### src/coap_header_option_parser_macros.svh
// Assertion macros for the CoAP header and option parser.
// Included by the top level; expects signals named clock and reset in scope.
`ifndef COAP_HEADER_OPTION_PARSER_MACROS_SVH
`define COAP_HEADER_OPTION_PARSER_MACROS_SVH

`ifndef NO_ASSERTIONS

// same-cycle implication
`define CHOP_ASSERT_NOW(label, ante, cons) \
   label: assert property (@(posedge clock) disable iff (reset) (ante) |-> (cons)) \
      else $error("chop assertion failed");

// next-cycle implication
`define CHOP_ASSERT_NEXT(label, ante, cons) \
   label: assert property (@(posedge clock) disable iff (reset) (ante) |=> (cons)) \
      else $error("chop assertion failed");

`else

`define CHOP_ASSERT_NOW(label, ante, cons)
`define CHOP_ASSERT_NEXT(label, ante, cons)

`endif

`endif

### src/chop_pkg.sv
// Shared types and constants for the CoAP header and option parser.
// No dependencies.
package chop_pkg;

   typedef enum logic [2:0] {
      PH_HEADER,
      PH_TOKEN,
      PH_DESC,
      PH_DELTA_EXT,
      PH_LEN_EXT,
      PH_VALUE,
      PH_DONE
   } phase_type;

   localparam logic [3:0]  EXT_NIBBLE     = 4'd13;
   localparam logic [11:0] URI_PATH_OPT   = 12'd11;
   localparam logic [11:0] BLOCK2_OPT     = 12'd23;
   localparam logic [11:0] BLOCK1_OPT     = 12'd27;
   localparam logic [11:0] OPT_MAX        = 12'd4095;
   localparam logic [7:0]  PAYLOAD_MARKER = 8'hFF;
   localparam logic [8:0]  MAX_URI_LENGTH = 9'd268;

   typedef struct packed {
      logic [3:0] token_length;
      logic [7:0] method_code;
      logic [7:0] uri_offset;
      logic [8:0] uri_length;
      logic [7:0] block_value;
      logic [8:0] payload_offset;
   } result_type;

endpackage

### src/chop_if.sv
// Valid/ready channel interfaces for the CoAP header and option parser.
// Depends on nothing; payload fields are plain vectors.
interface chop_req_if;
   logic       valid;
   logic       ready;
   logic [7:0] byte_value;
   logic       last_byte;

   modport source (output valid, output byte_value, output last_byte, input ready);
   modport sink   (input valid, input byte_value, input last_byte, output ready);
endinterface

interface chop_rsp_if;
   logic       valid;
   logic       ready;
   logic [3:0] token_length;
   logic [7:0] method_code;
   logic [7:0] uri_offset;
   logic [8:0] uri_length;
   logic [7:0] block_value;
   logic [8:0] payload_offset;

   modport source (output valid, output token_length, output method_code,
                   output uri_offset, output uri_length, output block_value,
                   output payload_offset, input ready);
   modport sink   (input valid, input token_length, input method_code,
                   input uri_offset, input uri_length, input block_value,
                   input payload_offset, output ready);
endinterface

### src/chop_scanner.sv
// Byte-serial scanner state: header, token skip and option walk.
// Depends on chop_pkg.
module chop_scanner import chop_pkg::*; #(
   parameter int PACKET_BYTES = 256
) (
   input  logic       clock,
   input  logic       reset,
   input  logic       step,
   input  logic [7:0] byte_value,
   input  logic       last_byte,
   output result_type result
);

   localparam int POS_W = $clog2(PACKET_BYTES + 1);
   localparam logic [POS_W-1:0] POS_LIMIT = POS_W'(PACKET_BYTES);

   logic [POS_W-1:0] pos_ff, pos_in;
   phase_type        phase_ff, phase_in;
   logic [11:0]      opt_ff, opt_in;
   logic [3:0]       len_nib_ff, len_nib_in;
   logic [8:0]       skip_ff, skip_in;
   logic [3:0]       tkl_ff, tkl_in;
   logic [7:0]       method_ff, method_in;
   logic [7:0]       uri_off_ff, uri_off_in;
   logic [8:0]       uri_len_ff, uri_len_in;
   logic [7:0]       block_ff, block_in;
   logic             capture_ff, capture_in;
   logic [8:0]       payload_ff, payload_in;

   logic [POS_W-1:0] pos_plus;
   logic [POS_W+8:0] pos_ext;
   logic [8:0]       add_amt;
   logic [12:0]      opt_sum;
   logic [11:0]      opt_sat;
   logic [8:0]       ext_len;
   logic [3:0]       len_nib;
   logic             start_value;
   logic [8:0]       value_len;

   assign pos_plus = pos_ff + POS_W'(1);
   assign pos_ext  = {{9{1'b0}}, pos_plus};
   assign ext_len  = 9'(EXT_NIBBLE) + {1'b0, byte_value};
   assign add_amt  = (phase_ff == PH_DELTA_EXT) ? ext_len : {5'b0, byte_value[7:4]};
   assign opt_sum  = {1'b0, opt_ff} + {4'b0, add_amt};
   assign opt_sat  = opt_sum[12] ? OPT_MAX : opt_sum[11:0];
   // length nibble: fresh from the descriptor, or held across a delta extension
   assign len_nib  = (phase_ff == PH_DESC) ? byte_value[3:0] : len_nib_ff;

   always_comb begin
      pos_in      = pos_ff;
      phase_in    = phase_ff;
      opt_in      = opt_ff;
      len_nib_in  = len_nib_ff;
      skip_in     = skip_ff;
      tkl_in      = tkl_ff;
      method_in   = method_ff;
      uri_off_in  = uri_off_ff;
      uri_len_in  = uri_len_ff;
      block_in    = block_ff;
      capture_in  = capture_ff;
      payload_in  = payload_ff;
      start_value = 1'b0;
      value_len   = '0;

      if (pos_ff < POS_LIMIT) begin
         pos_in = pos_plus;
         unique case (phase_ff)
            PH_HEADER: begin
               if (pos_ff == '0) begin
                  tkl_in = byte_value[3:0];
               end else if (pos_ff == POS_W'(1)) begin
                  method_in = byte_value;
               end else if (pos_ff == POS_W'(3)) begin
                  skip_in  = {5'b0, tkl_ff};
                  phase_in = (tkl_ff != '0) ? PH_TOKEN : PH_DESC;
               end
            end
            PH_TOKEN: begin
               skip_in = skip_ff - 9'd1;
               if (skip_ff == 9'd1) phase_in = PH_DESC;
            end
            PH_DESC: begin
               if (byte_value == PAYLOAD_MARKER) begin
                  payload_in = pos_ext[8:0];
                  phase_in   = PH_DONE;
               end else if (byte_value == '0) begin
                  phase_in = PH_DONE;
               end else begin
                  len_nib_in = byte_value[3:0];
                  if (byte_value[7:4] == EXT_NIBBLE) begin
                     phase_in = PH_DELTA_EXT;
                  end else begin
                     opt_in = opt_sat;
                     if (len_nib == EXT_NIBBLE) phase_in = PH_LEN_EXT;
                     else begin
                        start_value = 1'b1;
                        value_len   = {5'b0, len_nib};
                     end
                  end
               end
            end
            PH_DELTA_EXT: begin
               opt_in = opt_sat;
               if (len_nib == EXT_NIBBLE) phase_in = PH_LEN_EXT;
               else begin
                  start_value = 1'b1;
                  value_len   = {5'b0, len_nib};
               end
            end
            PH_LEN_EXT: begin
               start_value = 1'b1;
               value_len   = ext_len;
            end
            PH_VALUE: begin
               if (capture_ff) begin
                  block_in   = byte_value;
                  capture_in = 1'b0;
               end
               skip_in = skip_ff - 9'd1;
               if (skip_ff == 9'd1) phase_in = PH_DESC;
            end
            default: begin
            end
         endcase

         if (start_value) begin
            if (opt_in == URI_PATH_OPT) begin
               uri_off_in = pos_ext[7:0];
               uri_len_in = value_len;
            end
            if (opt_in == BLOCK2_OPT || opt_in == BLOCK1_OPT) begin
               block_in   = '0;
               capture_in = value_len[0];
            end
            skip_in  = value_len;
            phase_in = (value_len != '0) ? PH_VALUE : PH_DESC;
         end
      end

      result.token_length   = tkl_in;
      result.method_code    = method_in;
      result.uri_offset     = uri_off_in;
      result.uri_length     = uri_len_in;
      result.block_value    = block_in;
      result.payload_offset = payload_in;

      // last byte of the datagram: start over for the next one
      if (last_byte) begin
         pos_in     = '0;
         phase_in   = PH_HEADER;
         opt_in     = '0;
         len_nib_in = '0;
         skip_in    = '0;
         tkl_in     = '0;
         method_in  = '0;
         uri_off_in = '0;
         uri_len_in = '0;
         block_in   = '0;
         capture_in = 1'b0;
         payload_in = '0;
      end
   end

   always_ff @(posedge clock) begin
      if (reset) begin
         pos_ff     <= '0;
         phase_ff   <= PH_HEADER;
         opt_ff     <= '0;
         len_nib_ff <= '0;
         skip_ff    <= '0;
         tkl_ff     <= '0;
         method_ff  <= '0;
         uri_off_ff <= '0;
         uri_len_ff <= '0;
         block_ff   <= '0;
         capture_ff <= 1'b0;
         payload_ff <= '0;
      end else if (step) begin
         pos_ff     <= pos_in;
         phase_ff   <= phase_in;
         opt_ff     <= opt_in;
         len_nib_ff <= len_nib_in;
         skip_ff    <= skip_in;
         tkl_ff     <= tkl_in;
         method_ff  <= method_in;
         uri_off_ff <= uri_off_in;
         uri_len_ff <= uri_len_in;
         block_ff   <= block_in;
         capture_ff <= capture_in;
         payload_ff <= payload_in;
      end
   end

endmodule

### src/coap_header_option_parser.sv
// CoAP header and option parser. Takes one datagram byte per cycle while not stalled,
// and in the cycle after the byte flagged last_byte is taken presents a single result in
// the output register. The only stall: a last byte is held off while the
// previous result still sits in the output register untaken; other bytes are
// taken regardless. Bytes at offset PACKET_BYTES and beyond are ignored.
// Depends on chop_pkg, chop_if, chop_scanner and the macros header.
`include "coap_header_option_parser_macros.svh"

module coap_header_option_parser import chop_pkg::*; #(
   parameter int PACKET_BYTES = 256
) (
   input  logic      clock,
   input  logic      reset,
   chop_req_if.sink   req_ch,
   chop_rsp_if.source rsp_ch
);

   logic       step;
   logic       load;
   logic       rsp_valid_ff, rsp_valid_in;
   result_type scan_result;
   result_type result_ff;

   assign req_ch.ready = !rsp_valid_ff || rsp_ch.ready || !req_ch.last_byte;
   assign step         = req_ch.valid && req_ch.ready;
   assign load         = step && req_ch.last_byte;

   chop_scanner #(
      .PACKET_BYTES (PACKET_BYTES)
   ) u_scanner (
      .clock      (clock),
      .reset      (reset),
      .step       (step),
      .byte_value (req_ch.byte_value),
      .last_byte  (req_ch.last_byte),
      .result     (scan_result)
   );

   always_comb begin
      rsp_valid_in = rsp_valid_ff;
      if (load) rsp_valid_in = 1'b1;
      else if (rsp_ch.ready) rsp_valid_in = 1'b0;
   end

   always_ff @(posedge clock) begin
      if (reset) begin
         rsp_valid_ff <= 1'b0;
      end else begin
         rsp_valid_ff <= rsp_valid_in;
      end
   end

   always_ff @(posedge clock) begin
      if (load) result_ff <= scan_result;
   end

   assign rsp_ch.valid          = rsp_valid_ff;
   assign rsp_ch.token_length   = result_ff.token_length;
   assign rsp_ch.method_code    = result_ff.method_code;
   assign rsp_ch.uri_offset     = result_ff.uri_offset;
   assign rsp_ch.uri_length     = result_ff.uri_length;
   assign rsp_ch.block_value    = result_ff.block_value;
   assign rsp_ch.payload_offset = result_ff.payload_offset;

   // a finished datagram always shows up on the result side next cycle
   `CHOP_ASSERT_NEXT(a_load_shows, load, rsp_valid_ff)
   // an untaken result is never overwritten by a new datagram end
   `CHOP_ASSERT_NOW(a_no_overwrite, rsp_valid_ff && !rsp_ch.ready, !load)
   // URI length is a nibble or an extension byte plus thirteen
   `CHOP_ASSERT_NOW(a_uri_len_range, rsp_valid_ff, result_ff.uri_length <= MAX_URI_LENGTH)

endmodule

### src/flat_wrapper.sv
// flat-port wrapper written by rule: the top's interface ports become plain ports
module coap_header_option_parser_flat import chop_pkg::*;
#(
   parameter int PACKET_BYTES = 256
)
  (clock, reset, req_ch_valid, req_ch_byte_value, req_ch_last_byte, req_ch_ready, rsp_ch_valid, rsp_ch_token_length, rsp_ch_method_code, rsp_ch_uri_offset, rsp_ch_uri_length, rsp_ch_block_value, rsp_ch_payload_offset, rsp_ch_ready);
  chop_req_if req_ch_i ();
  chop_rsp_if rsp_ch_i ();
  input  logic clock;
  input  logic reset;
  input wire logic [$bits(req_ch_i.valid)-1:0] req_ch_valid;
  input wire logic [$bits(req_ch_i.byte_value)-1:0] req_ch_byte_value;
  input wire logic [$bits(req_ch_i.last_byte)-1:0] req_ch_last_byte;
  output wire logic [$bits(req_ch_i.ready)-1:0] req_ch_ready;
  output wire logic [$bits(rsp_ch_i.valid)-1:0] rsp_ch_valid;
  output wire logic [$bits(rsp_ch_i.token_length)-1:0] rsp_ch_token_length;
  output wire logic [$bits(rsp_ch_i.method_code)-1:0] rsp_ch_method_code;
  output wire logic [$bits(rsp_ch_i.uri_offset)-1:0] rsp_ch_uri_offset;
  output wire logic [$bits(rsp_ch_i.uri_length)-1:0] rsp_ch_uri_length;
  output wire logic [$bits(rsp_ch_i.block_value)-1:0] rsp_ch_block_value;
  output wire logic [$bits(rsp_ch_i.payload_offset)-1:0] rsp_ch_payload_offset;
  input wire logic [$bits(rsp_ch_i.ready)-1:0] rsp_ch_ready;
  assign req_ch_i.valid = req_ch_valid;
  assign req_ch_i.byte_value = req_ch_byte_value;
  assign req_ch_i.last_byte = req_ch_last_byte;
  assign req_ch_ready = req_ch_i.ready;
  assign rsp_ch_valid = rsp_ch_i.valid;
  assign rsp_ch_token_length = rsp_ch_i.token_length;
  assign rsp_ch_method_code = rsp_ch_i.method_code;
  assign rsp_ch_uri_offset = rsp_ch_i.uri_offset;
  assign rsp_ch_uri_length = rsp_ch_i.uri_length;
  assign rsp_ch_block_value = rsp_ch_i.block_value;
  assign rsp_ch_payload_offset = rsp_ch_i.payload_offset;
  assign rsp_ch_i.ready = rsp_ch_ready;
  coap_header_option_parser #(.PACKET_BYTES(PACKET_BYTES)) u_core (.clock(clock), .reset(reset), .req_ch(req_ch_i), .rsp_ch(rsp_ch_i));
endmodule
### config.mk
export PLATFORM = sky130hd
export DESIGN_NAME = coap_header_option_parser_flat
export DESIGN_NICKNAME = d
export VERILOG_FILES = /design/src/chop_pkg.sv /design/src/chop_if.sv /design/src/chop_scanner.sv /design/src/coap_header_option_parser.sv /design/src/flat_wrapper.sv
export VERILOG_INCLUDE_DIRS = /design/src /design/src/src
export SDC_FILE = /design/constraint.sdc
export NUM_CORES = 1
export LEC_CHECK = 0
export BUFFER_PORTS_ARGS = -buffer_cell sky130_fd_sc_hd__clkbuf_2
export CORE_ASPECT_RATIO = 0.7
export CORE_MARGIN = 4
export CORE_UTILIZATION = 30
export CTS_CLUSTER_DIAMETER = 120
export DETAILED_ROUTE_END_ITERATION = 12
export PLACE_DENSITY = 0.6
export SYNTH_ARGS = -nofsm -noshare
export SYNTH_HDL_FRONTEND = slang
export SYNTH_SLANG_ARGS = --single-unit
### constraint.sdc
create_clock -name clock -period 5.2 [get_ports clock]
set_input_delay 1.04 -clock clock [delete_from_list [all_inputs] [get_ports clock]]
set_output_delay 1.04 -clock clock [all_outputs]
set_load 0.02 [all_outputs]
==> results of run 1 <==
## state kept, by name, indices dropped and copies added (netlist names)
name / flops
u_core.u_scanner.opt_ff: 12
u_core.rsp_ch.payload_offset: 9
u_core.rsp_ch.uri_length: 9
u_core.u_scanner.payload_ff: 9
u_core.u_scanner.pos_ff: 9
u_core.u_scanner.skip_ff: 9
u_core.u_scanner.uri_len_ff: 9
u_core.rsp_ch.block_value: 8
u_core.rsp_ch.method_code: 8
u_core.rsp_ch.uri_offset: 8
u_core.u_scanner.block_ff: 8
u_core.u_scanner.method_ff: 8
u_core.u_scanner.uri_off_ff: 8
u_core.rsp_ch.token_length: 4
u_core.u_scanner.len_nib_ff: 4
u_core.u_scanner.tkl_ff: 4
u_core.u_scanner.phase_ff: 3
u_core.rsp_ch.valid: 1
u_core.u_scanner.capture_ff: 1
## through the flow
| step | util [%] | setup slack (ns) | cell area [µm²] | total power (µW) | instances |
|---|---|---|---|---|---|
| detailed placement | 34.9 | 0.0886 | 7660 | 1320 | 1064 |
| global route | 37.5 | 0.159 | 8220 | 2560 | 1096 |
| floorplan | - | 0.129 | 6800 | 1240 | 715 |
| CTS | 37.5 | 0.504 | 8220 | 2490 | 1096 |
| finish | 37.5 | 0.435 | 8220 | 2470 | 1096 |
| global placement | 34.9 | 0.117 | 7660 | 1330 | 1064 |
## layout by cell type (no fill, tap or decap), drive strengths merged, types with 4 or more instances in the layout
master and instances:
a211oi 4, a21o 5, a21oi 46, a221oi 4, a22o 25, a22oi 36, a31oi 6, and2 4
and3 7, buf 47, clkbuf 77, clkinv 4, dfxtp 85, edfxtp 46, ha 16, inv 24
mux2 32, mux2i 8, nand2 55, nand2b 7, nand3 10, nand3b 5, nand4 4, nor2 101
nor3 27, nor4 6, o211ai 4, o21ai 41, o22ai 4, or2 4, or3 6, or4 4
xnor2 15, xor2 11
## how the worst min path moves through the flow
stage / start / to / slack, ns
2_1_floorplan: u_core.u_scanner.block_ff[0]$_SDFFE_PP0P_ / u_core.u_scanner.block_ff[0]$_SDFFE_PP0P_ / 0.44
3_3_place_gp: u_core.u_scanner.block_ff[5]$_SDFFE_PP0P_ / u_core.u_scanner.block_ff[5]$_SDFFE_PP0P_ / 0.46
3_5_place_dp: u_core.u_scanner.block_ff[4]$_SDFFE_PP0P_ / u_core.u_scanner.block_ff[4]$_SDFFE_PP0P_ / 0.46
4_1_cts: u_core.u_scanner.block_ff[6]$_SDFFE_PP0P_ / u_core.u_scanner.block_ff[6]$_SDFFE_PP0P_ / 0.48
5_1_grt: u_core.u_scanner.uri_len_ff[1]$_SDFFE_PP0P_ / u_core.u_scanner.uri_len_ff[1]$_SDFFE_PP0P_ / 0.49
6_report: u_core.u_scanner.block_ff[6]$_SDFFE_PP0P_ / u_core.u_scanner.block_ff[6]$_SDFFE_PP0P_ / 0.48
## report_power, final
group          total, µW  switching, µW  leakage (µW)  internal [µW]
sequential          1090           10.4       0.00113           1080
combinational        220            150       0.00181           70.0
clock               1170            535      0.000276            632
total               2470            695       0.00322           1780
## per-layer routing
layer  routed length (µm)  vias up  part of all wire [%]  GRT usage, %
met3                 2020       20                    10          5.88
li1                     -     2812                     -             -
met5                    0        -                     0             0
met1                10400     2833                    53          24.6
met2                 7200      210                    36          20.1
met4                  209        0                   1.1          3.75
## layout make-up
| type | instances | area share [%] |
|---|---|---|
| Clock buffer | 17 | 5.17 |
| Clock inverter | 15 | 1.63 |
| Inverter | 14 | 0.639 |
| Multi-Input combinational cell | 530 | 42.5 |
| Sequential cell | 131 | 37.5 |
| Tap cell | 282 | 4.29 |
| Timing Repair Buffer | 107 | 8.25 |
## cell families (layout without fill, tap and decap cells)
logic type / after synthesis / in the layout / share of synthesized area, %
multiplexers: 40 / 40 / 7.14
AO/OA/AOI/OAI: 196 / 196 / 19.9
buffers and inverters: 54 / 153 / 3.33
flip-flops: 131 / 131 / 45.4
XOR/XNOR: 26 / 26 / 3.35
AND/OR/NAND/NOR: 251 / 251 / 17.6
adder cells (fa/ha/maj): 17 / 17 / 3.24
## critical path, cell delays in order
cell	delay [ns]
clkbuf_2	0.10
ha_1	0.21
nor3_1	0.31
buf_4	0.20
xor2_1	0.19
nor2_1	0.07
ha_1	0.34
o211ai_1	0.13
o21ai_0	0.41
a31oi_1	0.21
xnor2_1	0.16
o41ai_1	0.25
buf_4	0.18
o2111ai_4	0.09
or4_4	0.55
buf_12	0.18
mux2_4	0.30
==> flow_summary.json, run 1 <==
{
  "outcome": "complete, no violations",
  "diodes": 0,
  "clk_pin_slew_worst_paths_ns": 0.06,
  "grt_max_degree": 43,
  "track_usage_pct": 15.8,
  "rsz0062_at_grt": "false",
  "slew_headroom_pct": 23.2,
  "synth_cell_types": 65,
  "areaGrowthSynthToFinish_pct": 21.0,
  "drtIter0Drc": 552,
  "hold_buffers": 0,
  "grt_pass1_vias": 5531,
  "fmax_ghz": 0.210,
  "wl_per_cell_um": 18.1,
  "first_pass_iters": 5,
  "grt_overflow": 0,
  "via_per_inst": 5.36,
  "synth_edf_count": 46,
  "synth_top_cell_area_share_pct": 25.0,
  "hpwl_mm": 14.2,
  "arrival_ns": 4.93,
  "htree_levels": 4,
  "netlist_area_mm2": 0.00680,
  "finalHoldViolCount": 0,
  "fillers": 2231,
  "r2r-end": "u_core.rsp_ch.uri_length[8]$_DFFE_PP_",
  "die_w_um": 188,
  "finClkSkew_ns": 0.0138,
  "drtAntennaViolNets": 0,
  "synth-async-reset-ratio_pct": 0,
  "p_per_area_mw_per_mm2": 301,
  "critical_path_class": "input pin to flop",
  "gp_congestion": 0.950,
  "synth_common_cells": "nor2_1, dfxtp_1, nand2_1, a21oi_1, edfxtp_1",
  "cp_max_fo": 21,
  "fp.coreArea_mm2": 0.0220,
  "min_period_ns": 4.76,
  "initial_utilization_pct": 30.9,
  "fin_hold_ws_ns": 0.478,
  "ys_ff_latch": 131,
  "report.final.slew_viol_count": 0,
  "period_share_pct": 91.6,
  "syn_nets": 745,
  "io_pins": 61,
  "drc_errors": 0,
  "holdPathStages": 1,
  "startpoint_type": "input pin",
  "grt_pass1_wl_mm": 31.7,
  "drive_gt1_share_pct": 23.2,
  "maxCapViolCount": 0,
  "root_buffer": "clkbuf_16",
  "seq_area_frac_synth_pct": 45.4,
  "rr_worst_depth": 16,
  "multi_input_area_mm2": 0.00350,
  "antenna_found_initial": 0,
  "vias": 5875,
  "cp-end-kind": "flop",
  "cts_buffer_depth": 2,
  "required_ns": 5.36,
  "cts_inserted_buffers": 17,
  "fp.dieH_um": 134,
  "ff_latch_area_mm2": 0.00308,
  "io_buffers": 60,
  "die-area_mm2": 0.0252,
  "yosysTopAreaCell": "dfxtp_1",
  "rows": 45,
  "ys_warn_count": 0,
  "drt-total-wl_mm": 19.9,
  "rr_startpoint": "u_core.u_scanner.phase_ff[2]$_SDFFE_PP0P_",
  "critPathLaunch": "req_ch_byte_value[0]",
  "nets": 831,
  "yosys-top-cells-area": "dfxtp_1, edfxtp_1, nor2_1, a22oi_1, a21oi_1",
  "crit_end": "u_core.rsp_ch.uri_length[8]$_DFFE_PP_",
  "cts_tree": "done",
  "syn_inst": 715,
  "cts_resized": 0,
  "post_cts_buffers": 0,
  "tightest_slew_ns": 1.15,
  "clock-sinks": 131,
  "ys.flop_type": "dfxtp_1",
  "holdCritPathClass": "flop to flop",
  "insertion_delay_ns": 0.42,
  "p_leak_uw": 0.00322,
  "setup_viol": 0,
  "fin_setup_tns_ns": 0,
  "yosys.cell_count.top_type": "nor2_1",
  "vdd_drop_max_mv": 0.221,
  "syn_area_per_cell_um2": 9.50,
  "r2r_slack_ns": 0.67
}
Note: power is estimated with default switching activity, not from simulation.
==> run 2: changes to the inputs <==
--- a/config.mk
+++ b/config.mk
@@ -7,12 +7,12 @@
 export NUM_CORES = 1
 export LEC_CHECK = 0
 export BUFFER_PORTS_ARGS = -buffer_cell sky130_fd_sc_hd__clkbuf_2
-export CORE_ASPECT_RATIO = 0.7
+export CORE_ASPECT_RATIO = 1.5
 export CORE_MARGIN = 4
 export CORE_UTILIZATION = 30
 export CTS_CLUSTER_DIAMETER = 120
 export DETAILED_ROUTE_END_ITERATION = 12
-export PLACE_DENSITY = 0.6
+export PLACE_DENSITY = 0.46
 export SYNTH_ARGS = -nofsm -noshare
 export SYNTH_HDL_FRONTEND = slang
 export SYNTH_SLANG_ARGS = --single-unit
==> run 2 against run 1 <==
  * Sequential power hardly changed
  * Register-to-register slack worse by 0.02 ns
  * Largest power group unchanged
  * Flip-flop and latch count stayed put
==> flow_summary.json, run 2 (synthesized netlist as in run 1, its figures left out) <==
{
  "layout_commonest_cell": "nor2_1",
  "cp.buffers_inverters": 3,
  "insertion_delay_ns": 0.42,
  "final_cell_mix": "nor2_1, dfxtp_1, clkbuf_2",
  "fin_setup_tns_ns": 0,
  "critPathTopFamily": "compound AO/OA/AOI/OAI gates",
  "period_share_pct": 91.4,
  "gp_congestion": 0.926,
  "fin_hold_ws_ns": 0.472,
  "fin_util_pct": 37.5,
  "setup_ws_ns": 0.445,
  "hpwl_mm": 15.6,
  "largest_reg_flops": 12,
  "io_buffers": 60,
  "holdCritPathClass": "flop to flop",
  "fp.dieH_um": 192,
  "htree_levels": 4,
  "track_usage_pct": 17.1,
  "finalHoldViolCount": 0,
  "fp.coreArea_mm2": 0.0223,
  "die_w_um": 131,
  "grt_max_degree": 48,
  "maxCapViolCount": 0,
  "cts_inserted_buffers": 17,
  "vdd_drop_max_mv": 0.221,
  "clock-sinks": 131,
  "p_leak_uw": 0.00328,
  "grt_pass1_vias": 5866,
  "rr_worst_depth": 17,
  "rows": 67,
  "min_period_ns": 4.75,
  "dp_slack_ns": 0.0178,
  "initial_utilization_pct": 30.5,
  "arrival_ns": 4.93,
  "finClkSkew_ns": 0.00872,
  "drt-total-wl_mm": 21.0,
  "nets": 837,
  "wl_per_cell_um": 19.2,
  "tightest_slew_ns": 1.11,
  "rr_startpoint": "u_core.u_scanner.phase_ff[2]$_SDFFE_PP0P_",
  "io_pins": 61,
  "clk_pin_slew_worst_paths_ns": 0.06,
  "critical_path_class": "input pin to flop",
  "drtAntennaViolNets": 0,
  "r2r_slack_ns": 0.65,
  "drc_errors": 0,
  "report.final.slew_viol_count": 0,
  "top_register": "u_core.u_scanner.opt_ff",
  "critPathLaunch": "req_ch_byte_value[0]",
  "first_pass_iters": 5,
  "antenna_found_initial": 0,
  "diodes": 0,
  "areaGrowthSynthToFinish_pct": 23.0,
  "hold_buffers": 0,
  "crit_end": "u_core.rsp_ch.uri_offset[2]$_DFFE_PP_",
  "worstPathCellList": "clkbuf_2, ha_1, nor3_1, buf_4, xor2_1, nor2_1, ha_1, o211ai_1, o21ai_0, a31oi_1, xnor2_1, o41ai_1, buf_4, o2111ai_4, or4_4, mux2_4",
  "cp_max_fo": 19,
  "via_per_inst": 5.32,
  "cts_resized": 0,
  "startpoint_type": "input pin",
  "grt_pass1_wl_mm": 32.8,
  "design_area_mm2": 0.00836,
  "rsz0062_at_grt": "false",
  "drtIter0Drc": 425,
  "root_buffer": "clkbuf_16",
  "post_cts_buffers": 0,
  "dpl_cell_area_mm2": 0.00769,
  "cts_tree": "done",
  "cpPeakStageDelay_ns": 0.72,
  "cts_buffer_depth": 2,
  "cp-end-kind": "flop",
  "crit_path_top_delay_cell": "or4_4",
  "r2r-end": "u_core.rsp_ch.uri_offset[2]$_DFFE_PP_",
  "die-area_mm2": 0.0252,
  "p_per_area_mw_per_mm2": 319,
  "outcome": "complete, no violations",
  "required_ns": 5.37,
  "cp_num_cells": 16,
  "grt_overflow": 0,
  "fmax_ghz": 0.210,
  "slew_headroom_pct": 25.4,
  "setup_viol": 0,
  "drive_gt1_share_pct": 23.5,
  "vias": 5835
}
==> run 2: cell count changes in the layout (fill, tap and decap cells not counted) <==
cell,change
inv_8,-3
clkbuf_1,+2
clkbuf_8,+1
clkinvlp_4,+2
bufinv_16,+5
inv_6,-5
buf_4,+7
clkinv_2,-1
clkbuf_16,+1
clkinv_4,-2
buf_12,-1
==> run 2: per-layer routing <==
metal	vias up	track usage (%)	part of all wire [%]	routed length, µm
li1	2814	-	-	-
met1	2832	19.7	40	8500
met2	152	30.6	52	11000
met3	37	3.02	3.6	756
met4	0	7.68	3.5	733
met5	-	0	0	0
==> run 2: metrics by stage <==
stage	total power [µW]	cells
after floorplan	1240	715
after global placement	1330	1064
after detailed placement	1330	1064
after CTS	2690	1096
after global routing	2760	1096
final	2670	1096
==> run 2: layout make-up <==
class	instances	area, µm²
clock inverter	11	199
tap	276	345
inverter	14	52.6
clock buffer	21	472
sequential	131	3080
fill	2247	13900
timing repair buffer	113	711
multi-input combinational	530	3500
==> run 2: worst min-delay path by stage <==
| stage | start | to | cells past startpoint |
|---|---|---|---|
| floorplan | u_core.u_scanner.block_ff[0]$_SDFFE_PP0P_ | u_core.u_scanner.block_ff[0]$_SDFFE_PP0P_ | 1 |
| global route | u_core.u_scanner.block_ff[4]$_SDFFE_PP0P_ | u_core.u_scanner.block_ff[4]$_SDFFE_PP0P_ | 1 |
| CTS | u_core.u_scanner.block_ff[0]$_SDFFE_PP0P_ | u_core.u_scanner.block_ff[0]$_SDFFE_PP0P_ | 1 |
| detailed placement | u_core.u_scanner.block_ff[3]$_SDFFE_PP0P_ | u_core.u_scanner.block_ff[3]$_SDFFE_PP0P_ | 1 |
| finish | u_core.u_scanner.block_ff[0]$_SDFFE_PP0P_ | u_core.u_scanner.block_ff[0]$_SDFFE_PP0P_ | 1 |
| global placement | u_core.u_scanner.uri_off_ff[7]$_SDFFE_PP0P_ | u_core.u_scanner.uri_off_ff[7]$_SDFFE_PP0P_ | 1 |
==> run 2: where the power goes <==
part	internal, µW	switching [µW]
sequential	1080	9.49
clock	896	463
combinational	73.7	151
total	2050	623
==> run 2: worst register-to-register path: stages (launching register included) <==
cell and delay [ns]:
dfxtp_1 0.54, nor2b_1 0.13, nand2_1 0.18, nand2_1 0.07, o21ai_0 0.08, buf_4 0.15
ha_1 0.20, inv_1 0.08, fa_1 0.42, nand2b_1 0.19, a21oi_1 0.25, o21a_1 0.17
o21ai_0 0.15, o41ai_1 0.34, buf_4 0.17, o2111ai_4 0.10, or4_4 0.72, mux2_4 0.37
